`config.mk`:
```
export PLATFORM = sky130hd
export DESIGN_NAME = animation_frame_sequencer
export DESIGN_NICKNAME = d
export VERILOG_FILES = /design/src/rtl/core/afs_pkg.sv /design/src/rtl/core/afs_ctrl.sv /design/src/rtl/core/afs_datapath.sv /design/src/rtl/core/animation_frame_sequencer.sv
export SDC_FILE = /design/constraint.sdc
export NUM_CORES = 1
export LEC_CHECK = 0
export ABC_CLOCK_PERIOD_IN_PS = 8870
export BUFFER_PORTS_ARGS = -buffer_cell sky130_fd_sc_hd__buf_2
export CORE_MARGIN = 10
export CORE_UTILIZATION = 31
export DETAILED_ROUTE_END_ITERATION = 8
export GPL_TIMING_DRIVEN = 0
export PLACE_DENSITY = 0.52
export SLEW_MARGIN = 15
export SYNTH_ARGS = -nofsm -noshare
export SYNTH_HDL_FRONTEND = slang
export SYNTH_SLANG_ARGS = --single-unit
```
`constraint.sdc`:
```
create_clock -name clk_i -period 8.87 [get_ports clk_i]
set_input_delay 0 -clock clk_i [delete_from_list [all_inputs] [get_ports clk_i]]
set_output_delay 0 -clock clk_i [all_outputs]
set_load 0.01 [all_outputs]
```
`src/rtl/core/afs_pkg.sv`:
```
`timescale 1ns / 1ps
`default_nettype none
// ----------------------------------------------------------------------------
// afs_pkg
// Shared types and constants of the animation frame sequencer.
// ----------------------------------------------------------------------------
package afs_pkg;

  // field widths
  localparam int DEFAULT_MAX_FRAMES = 16;
  localparam int OP_W       = 2;
  localparam int ELAPSED_W  = 16;
  localparam int SLOT_W     = 4;
  localparam int DUR_W      = 16;
  localparam int COUNT_W    = 5;
  localparam int INDEX_W    = 4;
  localparam int TIME_W     = 32;
  // sum of at most 31 durations of 16 bits
  localparam int PERIOD_W   = 21;
  localparam int DIV_CNT_W  = $clog2(TIME_W);
  localparam int IN_DATA_W  = 40;
  localparam int OUT_DATA_W = 8;
  localparam int CFG_IDX_W  = 1;
  localparam int CFG_DATA_W = 5;

  // item operation codes
  typedef enum logic [OP_W-1:0] {
    OP_TICK    = 2'd0,
    OP_RESTART = 2'd1,
    OP_WRITE   = 2'd2,
    OP_NONE    = 2'd3
  } op_e;

  // configuration register indexes
  localparam logic [CFG_IDX_W-1:0] CFG_LOOP_ENABLE = 1'd0;
  localparam logic [CFG_IDX_W-1:0] CFG_FRAME_COUNT = 1'd1;

  // datapath commands
  typedef enum logic [3:0] {
    DP_NOP,
    DP_TICK_START,
    DP_RESTART,
    DP_WRITE,
    DP_STEP,
    DP_SUM_ACC,
    DP_DIV_START,
    DP_DIV_STEP,
    DP_OUT_LOAD
  } dp_op_e;

  // table read address source
  typedef enum logic {
    RD_CUR,
    RD_IDX
  } rd_sel_e;

  typedef struct packed {
    dp_op_e  op;
    rd_sel_e rd_sel;
  } dp_cmd_t;

  typedef struct packed {
    op_e  op;
    logic count_zero;
    logic covers;
    logic last_frame;
    logic loop_en;
    logic sum_last;
    logic time_ge_period;
    logic div_last;
    logic out_free;
  } dp_status_t;

endpackage
`default_nettype wire

```
`src/rtl/core/afs_ctrl.sv`:
```
`timescale 1ns / 1ps
`default_nettype none
// ----------------------------------------------------------------------------
// afs_ctrl
// Sequencer state machine: accepts items, walks frames, runs the period sum
// and the remainder unit, and hands the result to the output register.
// ----------------------------------------------------------------------------
module afs_ctrl (
  input  wire logic                clk_i,
  input  wire logic                rst_ni,
  input  wire logic                in_valid_i,
  output logic                     in_ready_o,
  input  wire afs_pkg::dp_status_t status_i,
  output afs_pkg::dp_cmd_t         cmd_o
);

  typedef enum logic [3:0] {
    S_IDLE,
    S_WALK_RD,
    S_WALK_CMP,
    S_SUM_RD,
    S_SUM_ACC,
    S_MOD_CHK,
    S_DIV,
    S_RESP
  } state_e;

  state_e state_q, state_d;

  assign in_ready_o = (state_q == S_IDLE);

  // next state and command decode
  always_comb begin
    state_d       = state_q;
    cmd_o.op      = afs_pkg::DP_NOP;
    cmd_o.rd_sel  = afs_pkg::RD_CUR;
    case (state_q)
      S_IDLE: begin
        if (in_valid_i) begin
          case (status_i.op)
            afs_pkg::OP_TICK: begin
              cmd_o.op = afs_pkg::DP_TICK_START;
              state_d  = status_i.count_zero ? S_RESP : S_WALK_RD;
            end
            afs_pkg::OP_RESTART: begin
              cmd_o.op = afs_pkg::DP_RESTART;
              state_d  = S_RESP;
            end
            afs_pkg::OP_WRITE: begin
              cmd_o.op = afs_pkg::DP_WRITE;
              state_d  = S_RESP;
            end
            default: begin
              state_d = S_RESP;
            end
          endcase
        end
      end
      S_WALK_RD: begin
        cmd_o.rd_sel = afs_pkg::RD_CUR;
        state_d      = S_WALK_CMP;
      end
      S_WALK_CMP: begin
        if (status_i.covers) begin
          cmd_o.op = afs_pkg::DP_STEP;
          if (!status_i.last_frame) begin
            state_d = S_WALK_RD;
          end else if (status_i.loop_en) begin
            state_d = S_SUM_RD;
          end else begin
            state_d = S_RESP;
          end
        end else begin
          state_d = S_RESP;
        end
      end
      S_SUM_RD: begin
        cmd_o.rd_sel = afs_pkg::RD_IDX;
        state_d      = S_SUM_ACC;
      end
      S_SUM_ACC: begin
        cmd_o.op = afs_pkg::DP_SUM_ACC;
        state_d  = status_i.sum_last ? S_MOD_CHK : S_SUM_RD;
      end
      S_MOD_CHK: begin
        if (status_i.time_ge_period) begin
          cmd_o.op = afs_pkg::DP_DIV_START;
          state_d  = S_DIV;
        end else begin
          state_d = S_WALK_RD;
        end
      end
      S_DIV: begin
        cmd_o.op = afs_pkg::DP_DIV_STEP;
        if (status_i.div_last) begin
          state_d = S_WALK_RD;
        end
      end
      S_RESP: begin
        if (status_i.out_free) begin
          cmd_o.op = afs_pkg::DP_OUT_LOAD;
          state_d  = S_IDLE;
        end
      end
      default: begin
        state_d = S_IDLE;
      end
    endcase
  end

  // state register
  always_ff @(posedge clk_i or negedge rst_ni) begin
    if (!rst_ni) begin
      state_q <= S_IDLE;
    end else begin
      state_q <= state_d;
    end
  end

endmodule
`default_nettype wire

```
`src/rtl/core/afs_datapath.sv`:
```
`timescale 1ns / 1ps
`default_nettype none
// ----------------------------------------------------------------------------
// afs_datapath
// Duration table, frame and time registers, period accumulator, bit-serial
// remainder unit, configuration registers and the output register.
// ----------------------------------------------------------------------------
module afs_datapath #(
  parameter int MAX_FRAMES = afs_pkg::DEFAULT_MAX_FRAMES
) (
  input  wire logic                              clk_i,
  input  wire logic                              rst_ni,
  input  wire logic                              cfg_we_i,
  input  wire logic [afs_pkg::CFG_IDX_W-1:0]     cfg_idx_i,
  input  wire logic [afs_pkg::CFG_DATA_W-1:0]    cfg_data_i,
  input  wire logic [afs_pkg::OP_W-1:0]          op_i,
  input  wire logic [afs_pkg::ELAPSED_W-1:0]     elapsed_ms_i,
  input  wire logic [afs_pkg::SLOT_W-1:0]        frame_slot_i,
  input  wire logic [afs_pkg::DUR_W-1:0]         frame_duration_i,
  input  wire afs_pkg::dp_cmd_t                  cmd_i,
  output afs_pkg::dp_status_t                    status_o,
  output logic                                   out_valid_o,
  input  wire logic                              out_ready_i,
  output logic [afs_pkg::INDEX_W-1:0]            frame_index_o,
  output logic                                   finished_o
);

  localparam int AddrW    = (MAX_FRAMES > 1) ? $clog2(MAX_FRAMES) : 1;
  localparam int CountW   = afs_pkg::COUNT_W;
  localparam int TimeW    = afs_pkg::TIME_W;
  localparam int PeriodW  = afs_pkg::PERIOD_W;
  localparam int DurW     = afs_pkg::DUR_W;

  // control state
  logic                 loop_q, loop_d;
  logic [CountW-1:0]    fc_q, fc_d;
  logic [CountW-1:0]    cur_q, cur_d;
  logic [TimeW-1:0]     time_q, time_d;
  logic                 fin_q, fin_d;
  logic                 out_valid_q, out_valid_d;

  // working registers
  logic [PeriodW-1:0]               period_q, period_d;
  logic [CountW-1:0]                idx_q, idx_d;
  logic [PeriodW-1:0]               rem_q, rem_d;
  logic [TimeW-1:0]                 div_q, div_d;
  logic [afs_pkg::DIV_CNT_W-1:0]    div_cnt_q, div_cnt_d;
  logic [afs_pkg::INDEX_W-1:0]      out_frame_q, out_frame_d;
  logic                             out_fin_q, out_fin_d;

  // duration table
  logic [DurW-1:0] mem [MAX_FRAMES];
  logic [DurW-1:0] rdata_q;
  logic [AddrW-1:0] raddr;
  logic             wr_en;

  logic [CountW-1:0]  count;
  logic [DurW-1:0]    dur_fix;
  logic [TimeW:0]     sat_sum;
  logic [PeriodW:0]   div_try;
  logic [PeriodW:0]   div_sub;
  logic [PeriodW-1:0] rem_next;

  // frame count limited to the table depth
  always_comb begin
    if (int'(fc_q) > MAX_FRAMES) begin
      count = CountW'(MAX_FRAMES);
    end else begin
      count = fc_q;
    end
  end

  // a zero duration counts as one
  assign dur_fix = (rdata_q == '0) ? DurW'(1) : rdata_q;

  // saturating time accumulate
  assign sat_sum = {1'b0, time_q} + (TimeW+1)'(elapsed_ms_i);

  // one restoring remainder step
  assign div_try  = {rem_q, div_q[TimeW-1]};
  assign div_sub  = div_try - {1'b0, period_q};
  assign rem_next = (div_try >= {1'b0, period_q}) ? div_sub[PeriodW-1:0]
                                                  : div_try[PeriodW-1:0];

  // status toward the controller
  always_comb begin
    status_o.op             = afs_pkg::op_e'(op_i);
    status_o.count_zero     = (count == '0);
    status_o.covers         = (time_q >= {{(TimeW-DurW){1'b0}}, dur_fix});
    status_o.last_frame     = (({1'b0, cur_q} + (CountW+1)'(1)) >= {1'b0, count});
    status_o.loop_en        = loop_q;
    status_o.sum_last       = (idx_q == (count - CountW'(1)));
    status_o.time_ge_period = (time_q >= {{(TimeW-PeriodW){1'b0}}, period_q});
    status_o.div_last       = (div_cnt_q == '1);
    status_o.out_free       = !out_valid_q || out_ready_i;
  end

  // table port
  assign raddr = (cmd_i.rd_sel == afs_pkg::RD_IDX) ? AddrW'(idx_q) : AddrW'(cur_q);
  assign wr_en = (cmd_i.op == afs_pkg::DP_WRITE) && (int'(frame_slot_i) < MAX_FRAMES);

  always_ff @(posedge clk_i) begin
    if (wr_en) begin
      mem[AddrW'(frame_slot_i)] <= frame_duration_i;
    end
    rdata_q <= mem[raddr];
  end

  // next-state logic
  always_comb begin
    loop_d      = loop_q;
    fc_d        = fc_q;
    cur_d       = cur_q;
    time_d      = time_q;
    fin_d       = fin_q;
    period_d    = period_q;
    idx_d       = idx_q;
    rem_d       = rem_q;
    div_d       = div_q;
    div_cnt_d   = div_cnt_q;
    out_frame_d = out_frame_q;
    out_fin_d   = out_fin_q;
    out_valid_d = out_valid_q;

    // configuration writes
    if (cfg_we_i) begin
      case (cfg_idx_i)
        afs_pkg::CFG_LOOP_ENABLE: loop_d = cfg_data_i[0];
        afs_pkg::CFG_FRAME_COUNT: fc_d   = cfg_data_i;
        default: ;
      endcase
    end

    // result taken by the receiver
    if (out_valid_q && out_ready_i) begin
      out_valid_d = 1'b0;
    end

    case (cmd_i.op)
      afs_pkg::DP_TICK_START: begin
        if (count != '0) begin
          if (cur_q >= count) begin
            cur_d = count - CountW'(1);
          end
          time_d = sat_sum[TimeW] ? '1 : sat_sum[TimeW-1:0];
        end
      end
      afs_pkg::DP_RESTART: begin
        cur_d  = '0;
        time_d = '0;
        fin_d  = 1'b0;
      end
      afs_pkg::DP_STEP: begin
        time_d = time_q - {{(TimeW-DurW){1'b0}}, dur_fix};
        if (!status_o.last_frame) begin
          cur_d = cur_q + CountW'(1);
        end else if (loop_q) begin
          // wrap, then sum the sequence period
          cur_d    = '0;
          period_d = '0;
          idx_d    = '0;
        end else begin
          fin_d = 1'b1;
          cur_d = count - CountW'(1);
        end
      end
      afs_pkg::DP_SUM_ACC: begin
        period_d = period_q + PeriodW'(dur_fix);
        idx_d    = idx_q + CountW'(1);
      end
      afs_pkg::DP_DIV_START: begin
        div_d     = time_q;
        rem_d     = '0;
        div_cnt_d = '0;
      end
      afs_pkg::DP_DIV_STEP: begin
        rem_d     = rem_next;
        div_d     = {div_q[TimeW-2:0], 1'b0};
        div_cnt_d = div_cnt_q + afs_pkg::DIV_CNT_W'(1);
        if (status_o.div_last) begin
          time_d = {{(TimeW-PeriodW){1'b0}}, rem_next};
        end
      end
      afs_pkg::DP_OUT_LOAD: begin
        out_frame_d = cur_q[afs_pkg::INDEX_W-1:0];
        out_fin_d   = fin_q & ~loop_q;
        out_valid_d = 1'b1;
      end
      default: ;
    endcase
  end

  // control registers
  always_ff @(posedge clk_i or negedge rst_ni) begin
    if (!rst_ni) begin
      loop_q      <= 1'b0;
      fc_q        <= '0;
      cur_q       <= '0;
      time_q      <= '0;
      fin_q       <= 1'b0;
      out_valid_q <= 1'b0;
    end else begin
      loop_q      <= loop_d;
      fc_q        <= fc_d;
      cur_q       <= cur_d;
      time_q      <= time_d;
      fin_q       <= fin_d;
      out_valid_q <= out_valid_d;
    end
  end

  // working and payload registers
  always_ff @(posedge clk_i) begin
    period_q    <= period_d;
    idx_q       <= idx_d;
    rem_q       <= rem_d;
    div_q       <= div_d;
    div_cnt_q   <= div_cnt_d;
    out_frame_q <= out_frame_d;
    out_fin_q   <= out_fin_d;
  end

  assign out_valid_o   = out_valid_q;
  assign frame_index_o = out_frame_q;
  assign finished_o    = out_fin_q;

endmodule
`default_nettype wire

```
`src/rtl/core/animation_frame_sequencer.sv`:
```
`timescale 1ns / 1ps
`default_nettype none
// ----------------------------------------------------------------------------
// animation_frame_sequencer
// Sprite animation frame sequencer with a per-frame duration table.
// ----------------------------------------------------------------------------
// Usage:
//   Items enter on the s_axis channel, one at a time; the operation code
//   rides on tuser (tick, restart, write duration entry). Each item yields
//   exactly one result item on m_axis with the shown frame and the finished
//   flag. The user must write loop_enable (index 0) and frame_count
//   (index 1) on the cfg port only while no item is in flight; the block
//   itself does not enforce this. Restart, write, unused codes and a tick
//   with zero frames go straight to the result. Any other tick walks the
//   frames step by step while the time covers the current frame's duration;
//   one-shot play ends on its last step, and each wrap in loop mode runs
//   the period sum over the frames and, when the time is at least the
//   period, the remainder unit, which reduces the time one bit a cycle.
//   The next item is accepted in the cycle after its result is loaded.
//   The duration table has a single read port.
//   s_axis_tready is high only while the sequencer is idle; it stays high
//   while an earlier result waits in the output register. When the
//   receiver stalls, the next result is held until that register is free.
//   Reset clears frame, time, finished flag and both registers; the
//   duration table keeps no reset value and must be written before use.
// ----------------------------------------------------------------------------
module animation_frame_sequencer #(
  parameter int MAX_FRAMES = afs_pkg::DEFAULT_MAX_FRAMES
) (
  input  wire logic                              clk_i,
  input  wire logic                              rst_ni,
  // configuration write port
  input  wire logic                              cfg_we_i,
  input  wire logic [afs_pkg::CFG_IDX_W-1:0]     cfg_idx_i,
  input  wire logic [afs_pkg::CFG_DATA_W-1:0]    cfg_data_i,
  // input items
  input  wire logic                              s_axis_tvalid,
  output logic                                   s_axis_tready,
  // [15:0] elapsed_ms, [19:16] frame_slot, [35:20] frame_duration, zero pad
  input  wire logic [afs_pkg::IN_DATA_W-1:0]     s_axis_tdata,
  // [1:0] operation
  input  wire logic [afs_pkg::OP_W-1:0]          s_axis_tuser,
  // result items
  output logic                                   m_axis_tvalid,
  input  wire logic                              m_axis_tready,
  // [3:0] frame_index, [4] finished, zero pad
  output logic [afs_pkg::OUT_DATA_W-1:0]         m_axis_tdata
);

  afs_pkg::dp_cmd_t                 cmd;
  afs_pkg::dp_status_t              status;
  logic [afs_pkg::INDEX_W-1:0]      frame_index;
  logic                             finished;

  afs_ctrl u_ctrl (
    .clk_i      (clk_i),
    .rst_ni     (rst_ni),
    .in_valid_i (s_axis_tvalid),
    .in_ready_o (s_axis_tready),
    .status_i   (status),
    .cmd_o      (cmd)
  );

  afs_datapath #(
    .MAX_FRAMES (MAX_FRAMES)
  ) u_datapath (
    .clk_i            (clk_i),
    .rst_ni           (rst_ni),
    .cfg_we_i         (cfg_we_i),
    .cfg_idx_i        (cfg_idx_i),
    .cfg_data_i       (cfg_data_i),
    .op_i             (s_axis_tuser),
    .elapsed_ms_i     (s_axis_tdata[15:0]),
    .frame_slot_i     (s_axis_tdata[19:16]),
    .frame_duration_i (s_axis_tdata[35:20]),
    .cmd_i            (cmd),
    .status_o         (status),
    .out_valid_o      (m_axis_tvalid),
    .out_ready_i      (m_axis_tready),
    .frame_index_o    (frame_index),
    .finished_o       (finished)
  );

  // result packing
  assign m_axis_tdata = {3'b000, finished, frame_index};

endmodule
`default_nettype wire

```
==> results.yml <==
run_status:
  status: "finished, violations left"
  violations: "negative hold slack"
worst_setup_path:
  path_max_fanout: 10
  crit_arrival_ns: 5.24
  critPathRequiredTime_ns: 9.34
  slowest_delay_ns: 0.59
  crit_path_end_kind: "flop"
  crit_chain: "nor4_1 > a41o_1 > ha_1 > inv_1 > fa_1 > nand3_1 > a31oi_1 > o211ai_1 > nand3_1 > nand3_1 > buf_2 > buf_2 > o221ai_1 > a31o_2"
  cp_slowest_cell: "o211ai_1"
  path_class: "reg -> reg"
  start_kind: "flop"
  cpMostUsedCell: "nand3_1"
sta:
  worst_pin_slew_ns: 1.02
  clock.fmax_mhz: 210
  relSlewSlack: 0.317
  fin_tns_setup_ns: 0
  rsz0062_at_grt: "no"
  drv_slew: 0
  whs_ns: -0.0200
  hold_viol: 5
  finalSetupViolations: 0
  min_period_ns: 4.77
  finClkSkew_ns: 0.0355
  fin_crit_sh: 0.537
synth:
  synth_edf_count: 345
  synthesis.instances: 1808
  synthArstFlopShare: 0.117
  yosysSeqAreaShare: 0.547
  ys.flop_type: "edfxtp_1"
  syn_avg_cell_area_sq_um: 12.0
  ys_ff_latch: 409
  syn_area_sq_mm: 0.0217
  yosysWarnings: 0
  ys_types: 88
cells_and_area:
  nFillCells: 6660
  drive_gt1_frac: 0.150
  fin_util: 0.368
  synthToLayoutAreaGrowth_pct: 17.2
  nNetsFinal: 2138
floorplan:
  die_h_um: 285
  dieArea_sq_mm: 0.0810
  fp.dieW_um: 285
  rows: 96
  start_util: 0.314
  io_pins: 63
  coreArea_sq_mm: 0.0691
place:
  gp_congestion: 0.905
  port_buffers: 55
  place_hpwl_um: 44900
cts:
  cts_tree: "yes"
  cts_made_buffers: 46
  worstSkewPairLatency_ns: 0.61
  clkTransAtPathRegs_ns: 0.06
  cts_resized: 0
  clock-root-buffer: "clkbuf_16"
  clk_path_buf_depth: 3
  h-tree-depth: 2
  clkSinkCount: 409
routing:
  drt-total-wl_um: 59900
  drt_drc_violations_left: 0
  firstDrtPassIters: 5
  drt_iter0_drc: 1183
  wl_per_cell_um: 20.4
  final_antenna_net_count: 0
  vias: 15000
  avgViaCountPerCell: 5.10
worst_hold_path:
  hold_class: "in -> async"
global_route:
  grt_pass1_vias: 15400
  grt_usage: 0.145
  grt_start_max_net_pins: 49
  grt_first_pass_wirelength_um: 92000
  antenna_found_initial: 2
  gr-total-overflow: 0
power:
  powerDensity_mw_per_mm2: 375
  ir_worst_vdd_uv: 157
  p_leak_nw: 9.37
run:
  max_cap_violations: 0
==> synth_stat cells (5+ instances only) <==
| cell | count | area share |
|---|---|---|
| inv_1 | 71 | 0.012 |
| ha_1 | 108 | 0.062 |
| o21ai_0 | 70 | 0.016 |
| o22ai_1 | 8 | 0.0023 |
| o211ai_1 | 11 | 0.0038 |
| nand2b_1 | 20 | 0.0058 |
| dfrtp_1 | 48 | 0.055 |
| o21a_1 | 18 | 0.0062 |
| nand4_1 | 18 | 0.0052 |
| mux2i_1 | 22 | 0.010 |
| nand2_1 | 208 | 0.036 |
| a21boi_0 | 5 | 0.0017 |
| nor2_1 | 125 | 0.022 |
| nor4_1 | 11 | 0.0032 |
| o31ai_1 | 13 | 0.0045 |
| or2_2 | 11 | 0.0032 |
| buf_1 | 8 | 0.0014 |
| nor2b_1 | 17 | 0.0049 |
| mux4_2 | 64 | 0.066 |
| xnor2_1 | 39 | 0.016 |
| a21oi_1 | 87 | 0.020 |
| clkbuf_1 | 60 | 0.010 |
| mux2_2 | 10 | 0.0052 |
| edfxtp_1 | 345 | 0.48 |
| and2_1 | 31 | 0.0089 |
| a31oi_1 | 37 | 0.011 |
| o31a_1 | 5 | 0.0020 |
| or3_1 | 11 | 0.0032 |
| o32a_1 | 9 | 0.0042 |
| a211oi_1 | 29 | 0.010 |
| buf_4 | 5 | 0.0017 |
| xor2_1 | 30 | 0.012 |
| nand3_1 | 35 | 0.0081 |
| buf_2 | 20 | 0.0046 |
| o21bai_1 | 6 | 0.0021 |
| dfxtp_1 | 16 | 0.015 |
| a21o_1 | 23 | 0.0080 |
| nor3_1 | 34 | 0.0078 |
| and3_1 | 20 | 0.0058 |
==> routing by layer <==
metal,track usage,wire [um]
met5,0,7
met4,0.0442,1560
met3,0.0206,3080
met2,0.245,28900
met1,0.189,26400
==> registers in the layout, summed over array words and instances (netlist names), 3 cells and up <==
signal,cells
u_datapath.mem,256
u_datapath.div_q,32
u_datapath.time_q,32
u_datapath.period_q,21
u_datapath.rem_q,21
u_datapath.rdata_q,16
u_datapath.cur_q,5
u_datapath.div_cnt_q,5
u_datapath.fc_q,5
u_datapath.idx_q,5
u_datapath.frame_index_o,4
u_ctrl.state_q,3
==> repair_timing <==
item,4_1_cts,5_1_grt
hold endpoints to repair,331,0
hold buffers,37,0
setup endpoints to repair,0,0
buffers inserted,0,0
==> where the power goes <==
group | switching, W | leakage (nW) | internal, W
Combinational | 0.00292 | 4.78 | 0.00197
Sequential | 0.000285 | 3.86 | 0.00245
Clock | 0.000810 | 0.736 | 0.00110
Total | 0.00402 | 9.37 | 0.00552
==> path summary, 6_finish.rpt <==
path,slack [ns],from,cells past startpoint,end
worst max-delay path,4.10,u_datapath.rdata_q[3],14,u_datapath.time_q[12]
worst min-delay path,-0.02,rst_ni,2,u_datapath.time_q[4]
worst max register to register,4.10,u_datapath.rdata_q[3],14,u_datapath.time_q[12]
worst min register to register,0.51,u_datapath.div_q[14],2,u_datapath.div_q[15]
max in group asynchronous,8.37,rst_ni,2,u_datapath.time_q[18]
min in group clk_i,0.03,s_axis_tdata[19],4,u_datapath.mem[4][8]
==> logic make-up (layout without fill, tap and decap cells) <==
logic type               Yosys count  count (layout)  share of synthesized area
XOR/XNOR                          69              69                     0.0278
buffers and inverters            167             368                     0.0316
AO/OA/AOI/OAI                    385             385                      0.120
AND/OR/NAND/NOR                  565             565                      0.123
other                              1               4                   0.000173
adder cells (fa/ha/maj)          112             112                     0.0659
multiplexers                     100             100                     0.0845
flip-flops                       409             409                      0.547
==> layout make-up <==
| class | instances | area (sq um) | share of cell area |
|---|---|---|---|
| flip-flops and latches | 409 | 11900 | 0.467 |
| inverters | 72 | 270 | 0.0106 |
| clock inverters | 28 | 302 | 0.0118 |
| repair buffers | 115 | 975 | 0.0383 |
| diodes | 1 | 2.50 | 0.0000983 |
| well taps | 931 | 1160 | 0.0458 |
| clock buffers | 58 | 1220 | 0.0478 |
| multi-input cells | 1234 | 9220 | 0.362 |
| plain buffers | 95 | 415 | 0.0163 |
==> critical path: cells and delay by family (launching register included) <==
kind | cells | cell delay [ns]
simple gates | 4 | 1.32
buf+inv | 3 | 0.81
fa+ha+maj | 2 | 0.61
compound gates | 5 | 1.49
flops | 1 | 0.38
==> cell usage in the layout (no fill, tap or decap), types with 35 or more instances in the layout <==
| cell type | synthesis | final |
|---|---|---|
| o21ai_0 | 70 | 70 |
| clkbuf_1 | 60 | 70 |
| dfrtp_1 | 48 | 48 |
| ha_1 | 108 | 108 |
| xnor2_1 | 39 | 39 |
| inv_1 | 71 | 71 |
| clkbuf_16 | 0 | 46 |
| a31oi_1 | 37 | 37 |
| a21oi_1 | 87 | 85 |
| nand2_1 | 208 | 208 |
| nor2_1 | 125 | 113 |
| nand3_1 | 35 | 35 |
| buf_2 | 20 | 74 |
| dlygate4sd3_1 | 0 | 37 |
| mux4_2 | 64 | 64 |
| edfxtp_1 | 345 | 345 |
==> through the flow <==
stage                     hold slack (ns)  cell area, sq um  std cells  total power, W  setup slack (ns)
after floorplan                    -0.296             21700       1810         0.00618              3.88
after global placement              0.234             23200       2796         0.00753              1.71
after detailed placement           0.0727             23600       2819         0.00762              4.18
after CTS                         0.00227             25400       2942         0.00958              4.13
after global routing               0.0329             25500       2943          0.0102              3.91
final                             -0.0200             25500       2943         0.00953              4.10
No activity file was read; power rests on OpenSTA's default activity.
